--- config.mk ---
export PLATFORM = sky130hd
export DESIGN_NAME = string_escape_encoder
export DESIGN_NICKNAME = d
export VERILOG_FILES = /design/src/sv/sse_pkg.sv /design/src/sv/string_escape_encoder.sv /design/src/sv/sse_front.sv /design/src/sv/sse_queue.sv /design/src/sv/sse_back.sv
export SDC_FILE = /design/constraint.sdc
export NUM_CORES = 1
export LEC_CHECK = 0
export BUFFER_PORTS_ARGS = -buffer_cell sky130_fd_sc_hd__buf_2
export CAP_MARGIN = 5
export CORE_MARGIN = 2
export CORE_UTILIZATION = 55
export DETAILED_ROUTE_END_ITERATION = 8
export PLACE_DENSITY = 0.79
export SKIP_CTS_REPAIR_TIMING = 1
export SYNTH_ARGS = -nofsm -noshare
export SYNTH_HDL_FRONTEND = slang
export SYNTH_SLANG_ARGS = --single-unit
--- constraint.sdc ---
create_clock -name clk -period 4.6 [get_ports clk]
set_input_delay 0.69 -clock clk [delete_from_list [all_inputs] [get_ports clk]]
set_output_delay 0.69 -clock clk [all_outputs]
set_load 0.01 [all_outputs]
--- src/sv/sse_pkg.sv ---
// sse_pkg: shared types, character constants and classification functions
// for the string escape encoder. Used by every module under sv/.
package sse_pkg;

  localparam int QUEUE_DEPTH = 2;                       // power of two
  localparam int PTR_W       = $clog2(QUEUE_DEPTH);
  localparam int CNT_W       = $clog2(QUEUE_DEPTH + 1);

  localparam logic [7:0] CH_BSLASH = 8'h5C;
  localparam logic [7:0] CH_BEL    = 8'h07;
  localparam logic [7:0] CH_BS     = 8'h08;
  localparam logic [7:0] CH_TAB    = 8'h09;
  localparam logic [7:0] CH_LF     = 8'h0A;
  localparam logic [7:0] CH_VT     = 8'h0B;
  localparam logic [7:0] CH_FF     = 8'h0C;
  localparam logic [7:0] CH_CR     = 8'h0D;
  localparam logic [7:0] CH_SQUOTE = 8'h27;
  localparam logic [7:0] CH_DQUOTE = 8'h22;
  localparam logic [7:0] CH_A      = 8'h61;
  localparam logic [7:0] CH_B      = 8'h62;
  localparam logic [7:0] CH_F      = 8'h66;
  localparam logic [7:0] CH_N      = 8'h6E;
  localparam logic [7:0] CH_R      = 8'h72;
  localparam logic [7:0] CH_T      = 8'h74;
  localparam logic [7:0] CH_V      = 8'h76;
  localparam logic [7:0] CH_NONE   = 8'h00;

  typedef struct packed {
    logic [7:0] in_char;
    logic       end_of_text;
  } in_word_t;

  typedef struct packed {
    logic [7:0] out_char;
    logic       last_of_run;
  } out_word_t;

  // One classified input byte: optional extra backslash, optional escape
  // backslash, then the final byte.
  typedef struct packed {
    logic       pre_bs;
    logic       esc;
    logic [7:0] ch;
  } cmd_t;

  function automatic logic [7:0] escape_letter(input logic [7:0] c);
    logic [7:0] r;
    case (c)
      CH_BEL:    r = CH_A;
      CH_BS:     r = CH_B;
      CH_FF:     r = CH_F;
      CH_LF:     r = CH_N;
      CH_CR:     r = CH_R;
      CH_TAB:    r = CH_T;
      CH_VT:     r = CH_V;
      CH_SQUOTE: r = CH_SQUOTE;
      CH_DQUOTE: r = CH_DQUOTE;
      default:   r = CH_NONE;
    endcase
    return r;
  endfunction

  function automatic logic reads_as_escape(input logic [7:0] c);
    return c inside {CH_A, CH_B, CH_F, CH_N, CH_R, CH_T, CH_V, CH_SQUOTE, CH_DQUOTE};
  endfunction

endpackage

--- src/sv/string_escape_encoder.sv ---
// string_escape_encoder: top level, front classifier -> command queue ->
// output serializer. Depends on sse_pkg, sse_front, sse_queue, sse_back.
//
//   channel  | dir | handshake             | word
//   text     | in  | text_valid/text_ready | in_char, end_of_text
//   esc      | out | esc_valid/esc_ready   | out_char, last_of_run
//
// Each text word produces 1 to 3 esc words, one per cycle from the output
// register while esc_ready allows; the output port sets the rate.
// A text word is written into the queue, then its first esc word is loaded into the output register.
// rst (synchronous) clears the pending mark, the queue and the output stage.
// Stalls on esc back up into the two-entry queue, then drop text_ready.
module string_escape_encoder (
  input  logic               clk,
  input  logic               rst,
  input  logic               text_valid,
  output logic               text_ready,
  input  sse_pkg::in_word_t  text,
  output logic               esc_valid,
  input  logic               esc_ready,
  output sse_pkg::out_word_t esc
);

  logic                      push;
  logic                      q_ready;
  logic                      pop;
  logic                      head_valid;
  logic                      pending;
  sse_pkg::cmd_t             wr_cmd;
  sse_pkg::cmd_t             head;
  logic [sse_pkg::CNT_W-1:0] count;

  sse_front u_front (
    .clk        (clk),
    .rst        (rst),
    .text_valid (text_valid),
    .text_ready (text_ready),
    .text       (text),
    .q_ready    (q_ready),
    .push       (push),
    .cmd        (wr_cmd),
    .pending    (pending)
  );

  sse_queue u_queue (
    .clk        (clk),
    .rst        (rst),
    .push       (push),
    .wr_cmd     (wr_cmd),
    .q_ready    (q_ready),
    .pop        (pop),
    .head_valid (head_valid),
    .head       (head),
    .count      (count)
  );

  sse_back u_back (
    .clk        (clk),
    .rst        (rst),
    .head_valid (head_valid),
    .head       (head),
    .pop        (pop),
    .esc_valid  (esc_valid),
    .esc_ready  (esc_ready),
    .esc        (esc)
  );

`ifndef SYNTHESIS
  a_count_bound: assert property (@(posedge clk) disable iff (rst)
    count <= sse_pkg::CNT_W'(sse_pkg::QUEUE_DEPTH))
    else $error("queue count above depth");

  a_lead_is_bslash: assert property (@(posedge clk) disable iff (rst)
    esc_valid && !esc.last_of_run |-> esc.out_char == sse_pkg::CH_BSLASH)
    else $error("non-final byte of a run is not a backslash");

  a_eot_clears: assert property (@(posedge clk) disable iff (rst)
    text_valid && text_ready && text.end_of_text |=> !pending)
    else $error("pending mark survived end of text");

  a_pop_has_head: assert property (@(posedge clk) disable iff (rst)
    pop |-> head_valid)
    else $error("queue popped while empty");
`endif

endmodule

--- src/sv/sse_front.sv ---
// sse_front: accepts text words, tracks the pending-backslash mark and
// classifies each byte into a command for the queue. Depends on sse_pkg.
module sse_front (
  input  logic              clk,
  input  logic              rst,
  input  logic              text_valid,
  output logic              text_ready,
  input  sse_pkg::in_word_t text,
  input  logic              q_ready,
  output logic              push,
  output sse_pkg::cmd_t     cmd,
  output logic              pending
);

  logic       pending_next;
  logic [7:0] letter;
  logic       pair;

  assign text_ready = q_ready;
  assign push       = text_valid && q_ready;

  always_comb begin
    letter = sse_pkg::escape_letter(text.in_char);
    pair   = pending && (text.in_char == sse_pkg::CH_BSLASH);
    cmd.pre_bs = pending && sse_pkg::reads_as_escape(text.in_char);
    cmd.esc    = (letter != sse_pkg::CH_NONE) && !pair;
    if (pair) begin
      cmd.ch = sse_pkg::CH_BSLASH;
    end else if (letter != sse_pkg::CH_NONE) begin
      cmd.ch = letter;
    end else begin
      cmd.ch = text.in_char;
    end
    // a backslash pair ends the mark; end of text always clears it
    pending_next = !pair && (text.in_char == sse_pkg::CH_BSLASH) && !text.end_of_text;
  end

  always_ff @(posedge clk) begin
    if (rst) begin
      pending <= 1'b0;
    end else if (push) begin
      pending <= pending_next;
    end
  end

endmodule

--- src/sv/sse_queue.sv ---
// sse_queue: short FIFO of classified commands between front and back.
// Depends on sse_pkg for the command type and depth constants.
module sse_queue (
  input  logic                     clk,
  input  logic                     rst,
  input  logic                     push,
  input  sse_pkg::cmd_t            wr_cmd,
  output logic                     q_ready,
  input  logic                     pop,
  output logic                     head_valid,
  output sse_pkg::cmd_t            head,
  output logic [sse_pkg::CNT_W-1:0] count
);

  sse_pkg::cmd_t             mem [sse_pkg::QUEUE_DEPTH];
  logic [sse_pkg::PTR_W-1:0] wr_ptr;
  logic [sse_pkg::PTR_W-1:0] rd_ptr;

  assign q_ready    = count != sse_pkg::CNT_W'(sse_pkg::QUEUE_DEPTH);
  assign head_valid = count != '0;
  assign head       = mem[rd_ptr];

  always_ff @(posedge clk) begin
    if (push) begin
      mem[wr_ptr] <= wr_cmd;
    end
  end

  always_ff @(posedge clk) begin
    if (rst) begin
      wr_ptr <= '0;
      rd_ptr <= '0;
      count  <= '0;
    end else begin
      if (push) begin
        wr_ptr <= wr_ptr + 1'b1;
      end
      if (pop) begin
        rd_ptr <= rd_ptr + 1'b1;
      end
      case ({push, pop})
        2'b10:   count <= count + 1'b1;
        2'b01:   count <= count - 1'b1;
        default: count <= count;
      endcase
    end
  end

endmodule

--- src/sv/sse_back.sv ---
// sse_back: expands the head command into one to three output words, one
// per cycle while esc is not stalled, into a registered output stage. Depends on sse_pkg.
module sse_back (
  input  logic               clk,
  input  logic               rst,
  input  logic               head_valid,
  input  sse_pkg::cmd_t      head,
  output logic               pop,
  output logic               esc_valid,
  input  logic               esc_ready,
  output sse_pkg::out_word_t esc
);

  logic [1:0]         phase;
  logic [1:0]         last_phase;
  logic               load;
  logic               is_last;
  sse_pkg::out_word_t word_next;

  always_comb begin
    last_phase = {1'b0, head.pre_bs} + {1'b0, head.esc};
    is_last    = phase == last_phase;
    load       = head_valid && (!esc_valid || esc_ready);
    pop        = load && is_last;
    // every byte before the last one is a backslash
    word_next.out_char    = is_last ? head.ch : sse_pkg::CH_BSLASH;
    word_next.last_of_run = is_last;
  end

  always_ff @(posedge clk) begin
    if (rst) begin
      phase     <= '0;
      esc_valid <= 1'b0;
    end else begin
      if (load) begin
        phase     <= is_last ? 2'd0 : phase + 2'd1;
        esc_valid <= 1'b1;
      end else if (esc_ready) begin
        esc_valid <= 1'b0;
      end
    end
  end

  always_ff @(posedge clk) begin
    if (load) begin
      esc <= word_next;
    end
  end

endmodule

== Yosys cells after proc, flatten, opt, wreduce, memory -nomap -nowiden ==
Memories as Yosys holds them, arrays and structs flattened. A register that Yosys moved wholly into a read port is not among the register bits.
Index checks and enable logic that the tools add are counted.
Word-level totals
  memories kept: 1
  output and inout bits: 11
  flip-flop bits (word level): 17
  bits in writable memories: 20
Memory list
  u_queue.mem: words 2, width 10, read ports 1, clocked after memory_dff 1, write ports 1, RTL line sse_queue.sv:15  | sse_pkg::cmd_t mem [sse_pkg::QUEUE_DEPTH];
Cells by class
  reduce and logical (&&, ||, !) cells: 17
  muxes and demuxes: 11
  add/subtract/negate cells: 6
  equal/unequal tests: 21
Operators with widths (count)
  $eq 8x7->1 const B: 8
  $pmux 7 s9: 1
  $eq 8x4->1 const B: 6
  $eq 8x6->1 const B: 2
  $mux 8: 2
  $reduce_bool 9->1: 1
  $eq 8x3->1 const B: 1
  $logic_and 1x1->1: 8
  $reduce_bool 8->1: 1
  $mux 1: 6
  $reduce_bool 2->1: 3
  $add 2x1->2 const B: 2
  $pmux 2 s2: 1
  $logic_not 1->1: 3
  $add 1x1->1 const B: 2
  $add 1x1->2: 1
  $eq 2x1->1 const B: 1
  $eq 2x2->1: 1
  $eq 2x2->1 const B: 1
  $mux 2: 1
  $ne 2x2->1 const B: 1
  $sub 2x1->2 const B: 1
  $logic_or 1x1->1: 1

== Logic depth before layout (Yosys ltp) ==
Gate-level depths: netlist of run 1.
  depth after elaboration: 6
  mapped depth: 9
  depth with buffers taken out: 8

== By module ==
A second synthesis of run 1 with hierarchy kept.
Second synthesis, totals
  cell total of the unflattened synthesis: 144
  area, all modules: 1816.7 sq um
By module, submodules not included
  sse_queue: area each 923.4 sq um, instances 1, cells an instance 53
  sse_back: area each 538.0 sq um, instances 1, cells an instance 40
  sse_front: area each 355.3 sq um, instances 1, cells an instance 51

== Worst setup path after synthesis of run 1 ==
Ideal clock, no wire load.
  path type: reg-to-reg
  start point: register (tool-made name)
  end point: register u_queue.count[1] (netlist bit)
  slack: 1796 ps
  data arrival time: 2734 ps
  data required time: 4530 ps
  path buffers: 1
  library setup time: 70 ps
  cell stages (with the launch flop): 9
  clock period less this slack: 2804 ps
  cell sequence: dfxtp_1 -> clkbuf_1 -> mux2_2 -> ha_1 -> xor2_1 -> nor4_1 -> ha_1 -> or3_1 -> a21oi_1
RTL lines
  end signal: assignment: RTL line sse_queue.sv:42  | 2'b10: count <= count + 1'b1;
  end signal: assignment: RTL line sse_queue.sv:43  | 2'b01: count <= count - 1'b1;
  end signal: assignment: RTL line sse_queue.sv:44  | default: count <= count;
  end: declaration: RTL line sse_queue.sv:12  | output logic [sse_pkg::CNT_W-1:0] count

==> results of run 1 <==
layout make-up:
class,count,share of cell area (%)
inverters,4,0.797
well taps,33,2.19
multi-input cells,95,32.7
clock buffers,7,2.39
flip-flops and latches,38,55.8
repair buffers,23,6.11
worst max-delay path by stage:
stage | start | endpoint | slack, ps | cells past startpoint
finish | flip-flop | u_queue.count[1] | 1690 | 7
global route | flip-flop | u_queue.count[1] | 1460 | 7
CTS | flip-flop | u_queue.count[1] | 1680 | 7
detailed placement | flip-flop | u_queue.count[1] | 1710 | 7
global placement | flip-flop | u_queue.count[1] | 1810 | 7
floorplan | flip-flop | u_queue.count[1] | 1800 | 8
synthesized netlist by cell type (3+ instances only):
cell type | instances | area share (%)
clkbuf_1 | 6 | 1.3
nand2b_1 | 8 | 2.9
or3_1 | 3 | 1.1
nor4_1 | 4 | 1.5
xor2_1 | 4 | 2.0
inv_1 | 4 | 0.88
a21oi_1 | 12 | 3.5
nand2_1 | 11 | 2.4
o21ai_0 | 3 | 0.88
nor2_1 | 12 | 2.6
edfxtp_1 | 29 | 51
dfxtp_1 | 9 | 11
mux2i_1 | 8 | 4.7
sequential cells by signal (all words and copies together), names as in the netlist, named ones only:
register          cells
u_queue.mem          20
u_back.esc            9
u_back.phase          2
u_queue.count         2
u_back.esc_valid      1
u_front.pending       1
u_queue.rd_ptr        1
u_queue.wr_ptr        1
report_power, final:
part	switching (mW)	internal (mW)	total, mW
registers	0.0551	0.501	0.557
clock network	0.0962	0.0576	0.154
logic	0.212	0.152	0.364
total	0.363	0.711	1.07
cell usage in the layout, fill, tap and decap left out, types with 3 or more instances in the layout:
master	synthesis	layout
a21oi_1	12	12
o21ai_0	3	3
buf_2	1	23
dfxtp_1	9	9
inv_1	4	4
edfxtp_1	29	29
nand2b_1	8	8
mux2i_1	8	8
nor2_1	12	12
clkbuf_4	0	5
xor2_1	4	4
nand2_1	11	11
nor4_1	4	4
or3_1	3	3
through the flow:
step,utilization [%],setup slack [ps]
floorplan,-,1800
global placement,61.3,1810
detailed placement,61.3,1710
CTS,62.7,1680
global route,62.7,1460
finish,62.7,1690
kinds of logic (layout without fill, tap and decap cells):
family	after synthesis	count (layout)	share of synthesized area, %
flops	38	38	61.4
mux	10	10	6.00
compound gates	25	25	9.07
xor+xnor	6	6	3.07
buf+inv	11	34	2.49
fa+ha+maj	2	2	1.46
simple gates	52	52	16.5
metal layers:
metal	track usage [%]	part of all wire, %	wire length (um)	up-vias
li1	-	-	-	575
met2	28.6	49	1350	34
met3	6.71	5.5	150	3
met1	20.4	44	1200	543
met5	0	0	0	-
met4	6.03	1.4	37	0
worst max-delay path, delay by kind of cell (launching register included):
family                   cells  cell delay (ps)
AO/OA/AOI/OAI                1              140
XOR/XNOR                     1              160
adder cells (fa/ha/maj)      2              690
flip-flops                   1              660
multiplexers                 1              400
AND/OR/NAND/NOR              2              790
==> run summary, run 1 <==
First-pass GRT wire length: 4510 um
I/O pin count: 24
Worst path cell trace: mux2_2, ha_1, xor2_1, nor4_1, ha_1, or3_1, a21oi_1
Fin crit period: 2910 ps
WL/cell: 13.7 um
Clock buffer depth: 2
Worst-path clk slew: 100 ps
Netlist cell types: 35
Seq/Total Area, Yosys: 61.4%
Multi-input logic area: 617 um^2
Vias in the first global route: 1,041
Master of the slowest instance on the critical path: dfxtp_1
Worst setup EP type: flip-flop
Relative slew margins: 25.7%
Post-Syn Instances: 144
Fmax: 0.344 GHz
Number of buffers created by CTS: 5
Hold Path End: u_front.pending
Post-DP Area: 1840 um^2
R2r setup slk: 1690 ps
Final WL: 2730 um
Vias per Instance: 5.78
Tot GR Track Use: 17.2%
Ys async rst share: 0%
Area occupied by registers: 1050 um^2
DR vias: 1,155
Nets: 182
R2R Path End: u_queue.count[1]
Critical path required time: 4870 ps
Root buffer cell: clkbuf_4
Setup tns final: 0 ps
Die area: 3570 um^2
Worst Hold Class: reg -> reg
Die height: 59.8 um
Number of synthesized flops with an enable pin: 29
Area of the mapped netlist: 1710 um^2
Number of cells on the worst reg-to-reg path: 7
CTS tree: yes
Leak: 0.682 nW
Worst IR Drop VDD: 0.000215 V
Hold Slack: 508 ps
Cells after DPL: 193
Non-Filler Instances: 200
Largest net degree at the start of global routing: 13
Hold path start: u_front.pending
Most frequent CP cell: ha_1
Worst Skew: 8.97 ps
HPWL after detailed placement: 2040 um
Number of H-tree levels: 2
Pwr Total: 1.07 mW
Inserted Diodes: 0
Synthesized net count: 159
Core footprint: 3000 um^2
Placer congestion estimate: 0.762
Status: completed
Worst Path Max Fanout: 10
Total clock sinks: 38
Port bufs: 23
Finished Cell Area: 1880 um^2
Starting Density: 57.0%
Layout cells sized above 1: 19.8%
Initial DRC count: 38
Syn_area_per_cell: 11.9 um^2
Grt total ovfl: 0
Worst path arrival time: 3180 ps
Initial antenna violation count: 0
Final slew viol count: 0
FILL cells: 244
Startpoint type of the worst setup path: flip-flop
Final Hold Viols: 0
Max-Cap Viols: 0
Row count: 20
WHS Path Cells: 2
Pwr Density: 570 nW/um^2
DRC errors left: 0
TritonRoute pass-1 iters: 4
Crit path kind: reg -> reg
Clock Latency Late Sink: 340 ps
Synth Flop Type: edfxtp_1
Die width: 59.8 um
Final Setup Violations: 0
Final Cycle Share: 63.2%
Layout area overhead: 10.2%
CP max stage delay: 660 ps
Post-route ant nets: 0
RSZ-0062 raised after global routing: no
Least-Margin Pin Slew: 1100 ps
Flops & latches, synth: 38
Synth warnings: 0
No activity file was read; power rests on OpenSTA's default activity.
==> inputs of run 2 (changes only) <==
==> constraint.sdc (replaced) <==
create_clock -name clk -period 2.8 [get_ports clk]
set_input_delay 0.42 -clock clk [delete_from_list [all_inputs] [get_ports clk]]
set_output_delay 0.42 -clock clk [all_outputs]
set_load 0.01 [all_outputs]
==> run summary, run 2 (synthesis results as in run 1) <==
Status: completed
WL/cell: 13.2 um (-3.1%)
Fin crit period: 2560 ps (-347 ps)
Worst Path Max Fanout: 3 (-7)
Die width: 59.8 um (unchanged)
Final slew viol count: 0 (unchanged)
Non-Filler Instances: 203 (+1.5%)
Initial DRC count: 24 (-37%)
Row count: 20 (unchanged)
Vias per Instance: 5.74 (-0.62%)
Biggest regs: u_queue.mem: 20 flops, u_back.esc: 9 flops
Grt total ovfl: 0 (unchanged)
Root buffer cell: clkbuf_4
Hold path start: rst
Initial antenna violation count: 0 (unchanged)
Least-Margin Pin Slew: 803 ps (-301 ps)
Tot GR Track Use: 16.9% (-0.38 points)
Number of H-tree levels: 2 (unchanged)
HPWL after detailed placement: 2010 um (-1.4%)
Worst setup EP type: flip-flop
Post-Route Utilization: 64.3% (+1.6 points)
Most frequent CP cell: ha_1
Total clock sinks: 38 (unchanged)
Commonest non-fill, non-tap cell in the layout: edfxtp_1
Core footprint: 3000 um^2 (unchanged)
Setup tns final: 0 ps (unchanged)
FILL cells: 245 (+0.41%)
Worst-path clk slew: 110 ps (about the same)
Startpoint type of the worst setup path: flip-flop
Nets: 184 (+1.1%)
Number of buffers created by CTS: 5 (unchanged)
Placer congestion estimate: 0.771 (+1.2%)
Final Setup Violations: 0 (unchanged)
R2R Path End: u_queue.count[1]
Number of cells on the worst reg-to-reg path: 7 (unchanged)
Layout cells sized above 1: 22.4% (+2.6 points)
Die area: 3570 um^2 (unchanged)
Max-Cap Viols: 0 (unchanged)
Starting Density: 57.0% (unchanged)
Die height: 59.8 um (unchanged)
Worst path cell trace: mux2_2, ha_1, xor2_1, nor4_1, ha_1, or3_1, a21oi_1
TritonRoute pass-1 iters: 4 (unchanged)
Final WL: 2690 um (-1.6%)
Final Hold Viols: 0 (unchanged)
Hold Path End: u_queue.count[1]
Pwr Density: 972 nW/um^2 (+70%)
CP max stage delay: 400 ps (-260 ps)
Post-route ant nets: 0 (unchanged)
Vias in the first global route: 1,049 (+0.77%)
Largest reg by FF count: u_queue.mem
Worst IR Drop VDD: 0.000405 V (+89%)
Leak: 0.712 nW (+4.4%)
DRC errors left: 0 (unchanged)
Final Worst Setup Slack: 240 ps (-1450 ps)
DR vias: 1,165 (+0.87%)
Worst Skew: 15.0 ps (+5.99 ps)
CTS tree: yes
Max reg flops: 20 (unchanged)
Port bufs: 23 (unchanged)
WHS Path Cells: 2 (unchanged)
Most frequent cells in the layout: 29 x edfxtp_1, 23 x buf_2, 12 x nor2_1, 12 x a21oi_1, 11 x nand2_1
Cells after DPL: 195 (+1.0%)
RSZ-0062 raised after global routing: no
Pwr Total: 1.88 mW (+75%)
Final Cycle Share: 91.4% (+28 points)
Critical path required time: 3080 ps (-1790 ps)
First-pass GRT wire length: 4360 um (-3.2%)
Crit path kind: reg -> reg
Inserted Diodes: 0 (unchanged)
Clock buffer depth: 2 (unchanged)
Relative slew margins: 46.3% (+21 points)
Pre-CTS setup slack: 231 ps (-1480 ps)
Master of the slowest instance on the critical path: nor4_1
Layout area overhead: 12.9%
R2r setup slk: 240 ps (-1450 ps)
Area occupied by registers: 1050 um^2 (unchanged)
Worst Hold Class: in -> reg
Largest net degree at the start of global routing: 13 (unchanged)
Worst path arrival time: 2840 ps (-340 ps)
Fmax: 0.391 GHz (+14%)
Multi-input logic area: 617 um^2 (unchanged)
I/O pin count: 24 (unchanged)
Clock Latency Late Sink: 340 ps (about the same)
## run 2: how the worst max path moves through the flow
stage	from	end	slack (ps)	cells after the start
after floorplan	flip-flop	u_queue.count[1]	190	8
after global placement	flip-flop	u_queue.count[1]	330	7
after detailed placement	flip-flop	u_queue.count[1]	230	7
after CTS	flip-flop	u_queue.count[1]	220	7
after global routing	flip-flop	u_queue.count[1]	120	7
final	flip-flop	u_queue.count[1]	240	7
## run 2: per-layer routing
metal,wire (um),vias to the layer above,GRT usage (%),share of wire (%)
met4,69,0,9.52,2.6
met2,1350,33,28.7,50
met3,126,7,3.25,4.7
met1,1140,542,19.7,42
li1,-,583,-,-
met5,0,-,0,0
## run 2: layout make-up
cell class | count | share of cell area [%]
clock buffer | 5 | 1.94
clock inverter | 3 | 2.07
inverter | 4 | 0.777
multi-input combinational | 95 | 31.9
sequential | 38 | 54.4
tap | 33 | 2.14
timing repair buffer | 25 | 6.74
## run 2: power by group
group,total (mW),switching [mW],internal (mW)
clock network,0.356,0.171,0.185
registers,0.890,0.0661,0.824
logic,0.632,0.374,0.258
## run 2: critical path, delay by kind of cell (launching register included)
family / cells / cell delay [ps]
adders and majority gates: 2 / 680
and+or+nand+nor: 2 / 770
DFF: 1 / 390
muxes: 1 / 350
AOI/OAI and AO/OA: 1 / 130
xor gates and xnor gates: 1 / 170
## run 2: through the flow
step                      instance area [um^2]  hold WS [ps]
final                                     1930           342
after global routing                      1930           350
after CTS                                 1930           330
after detailed placement                  1850           481
after global placement                    1850           472
after floorplan                           1710           453
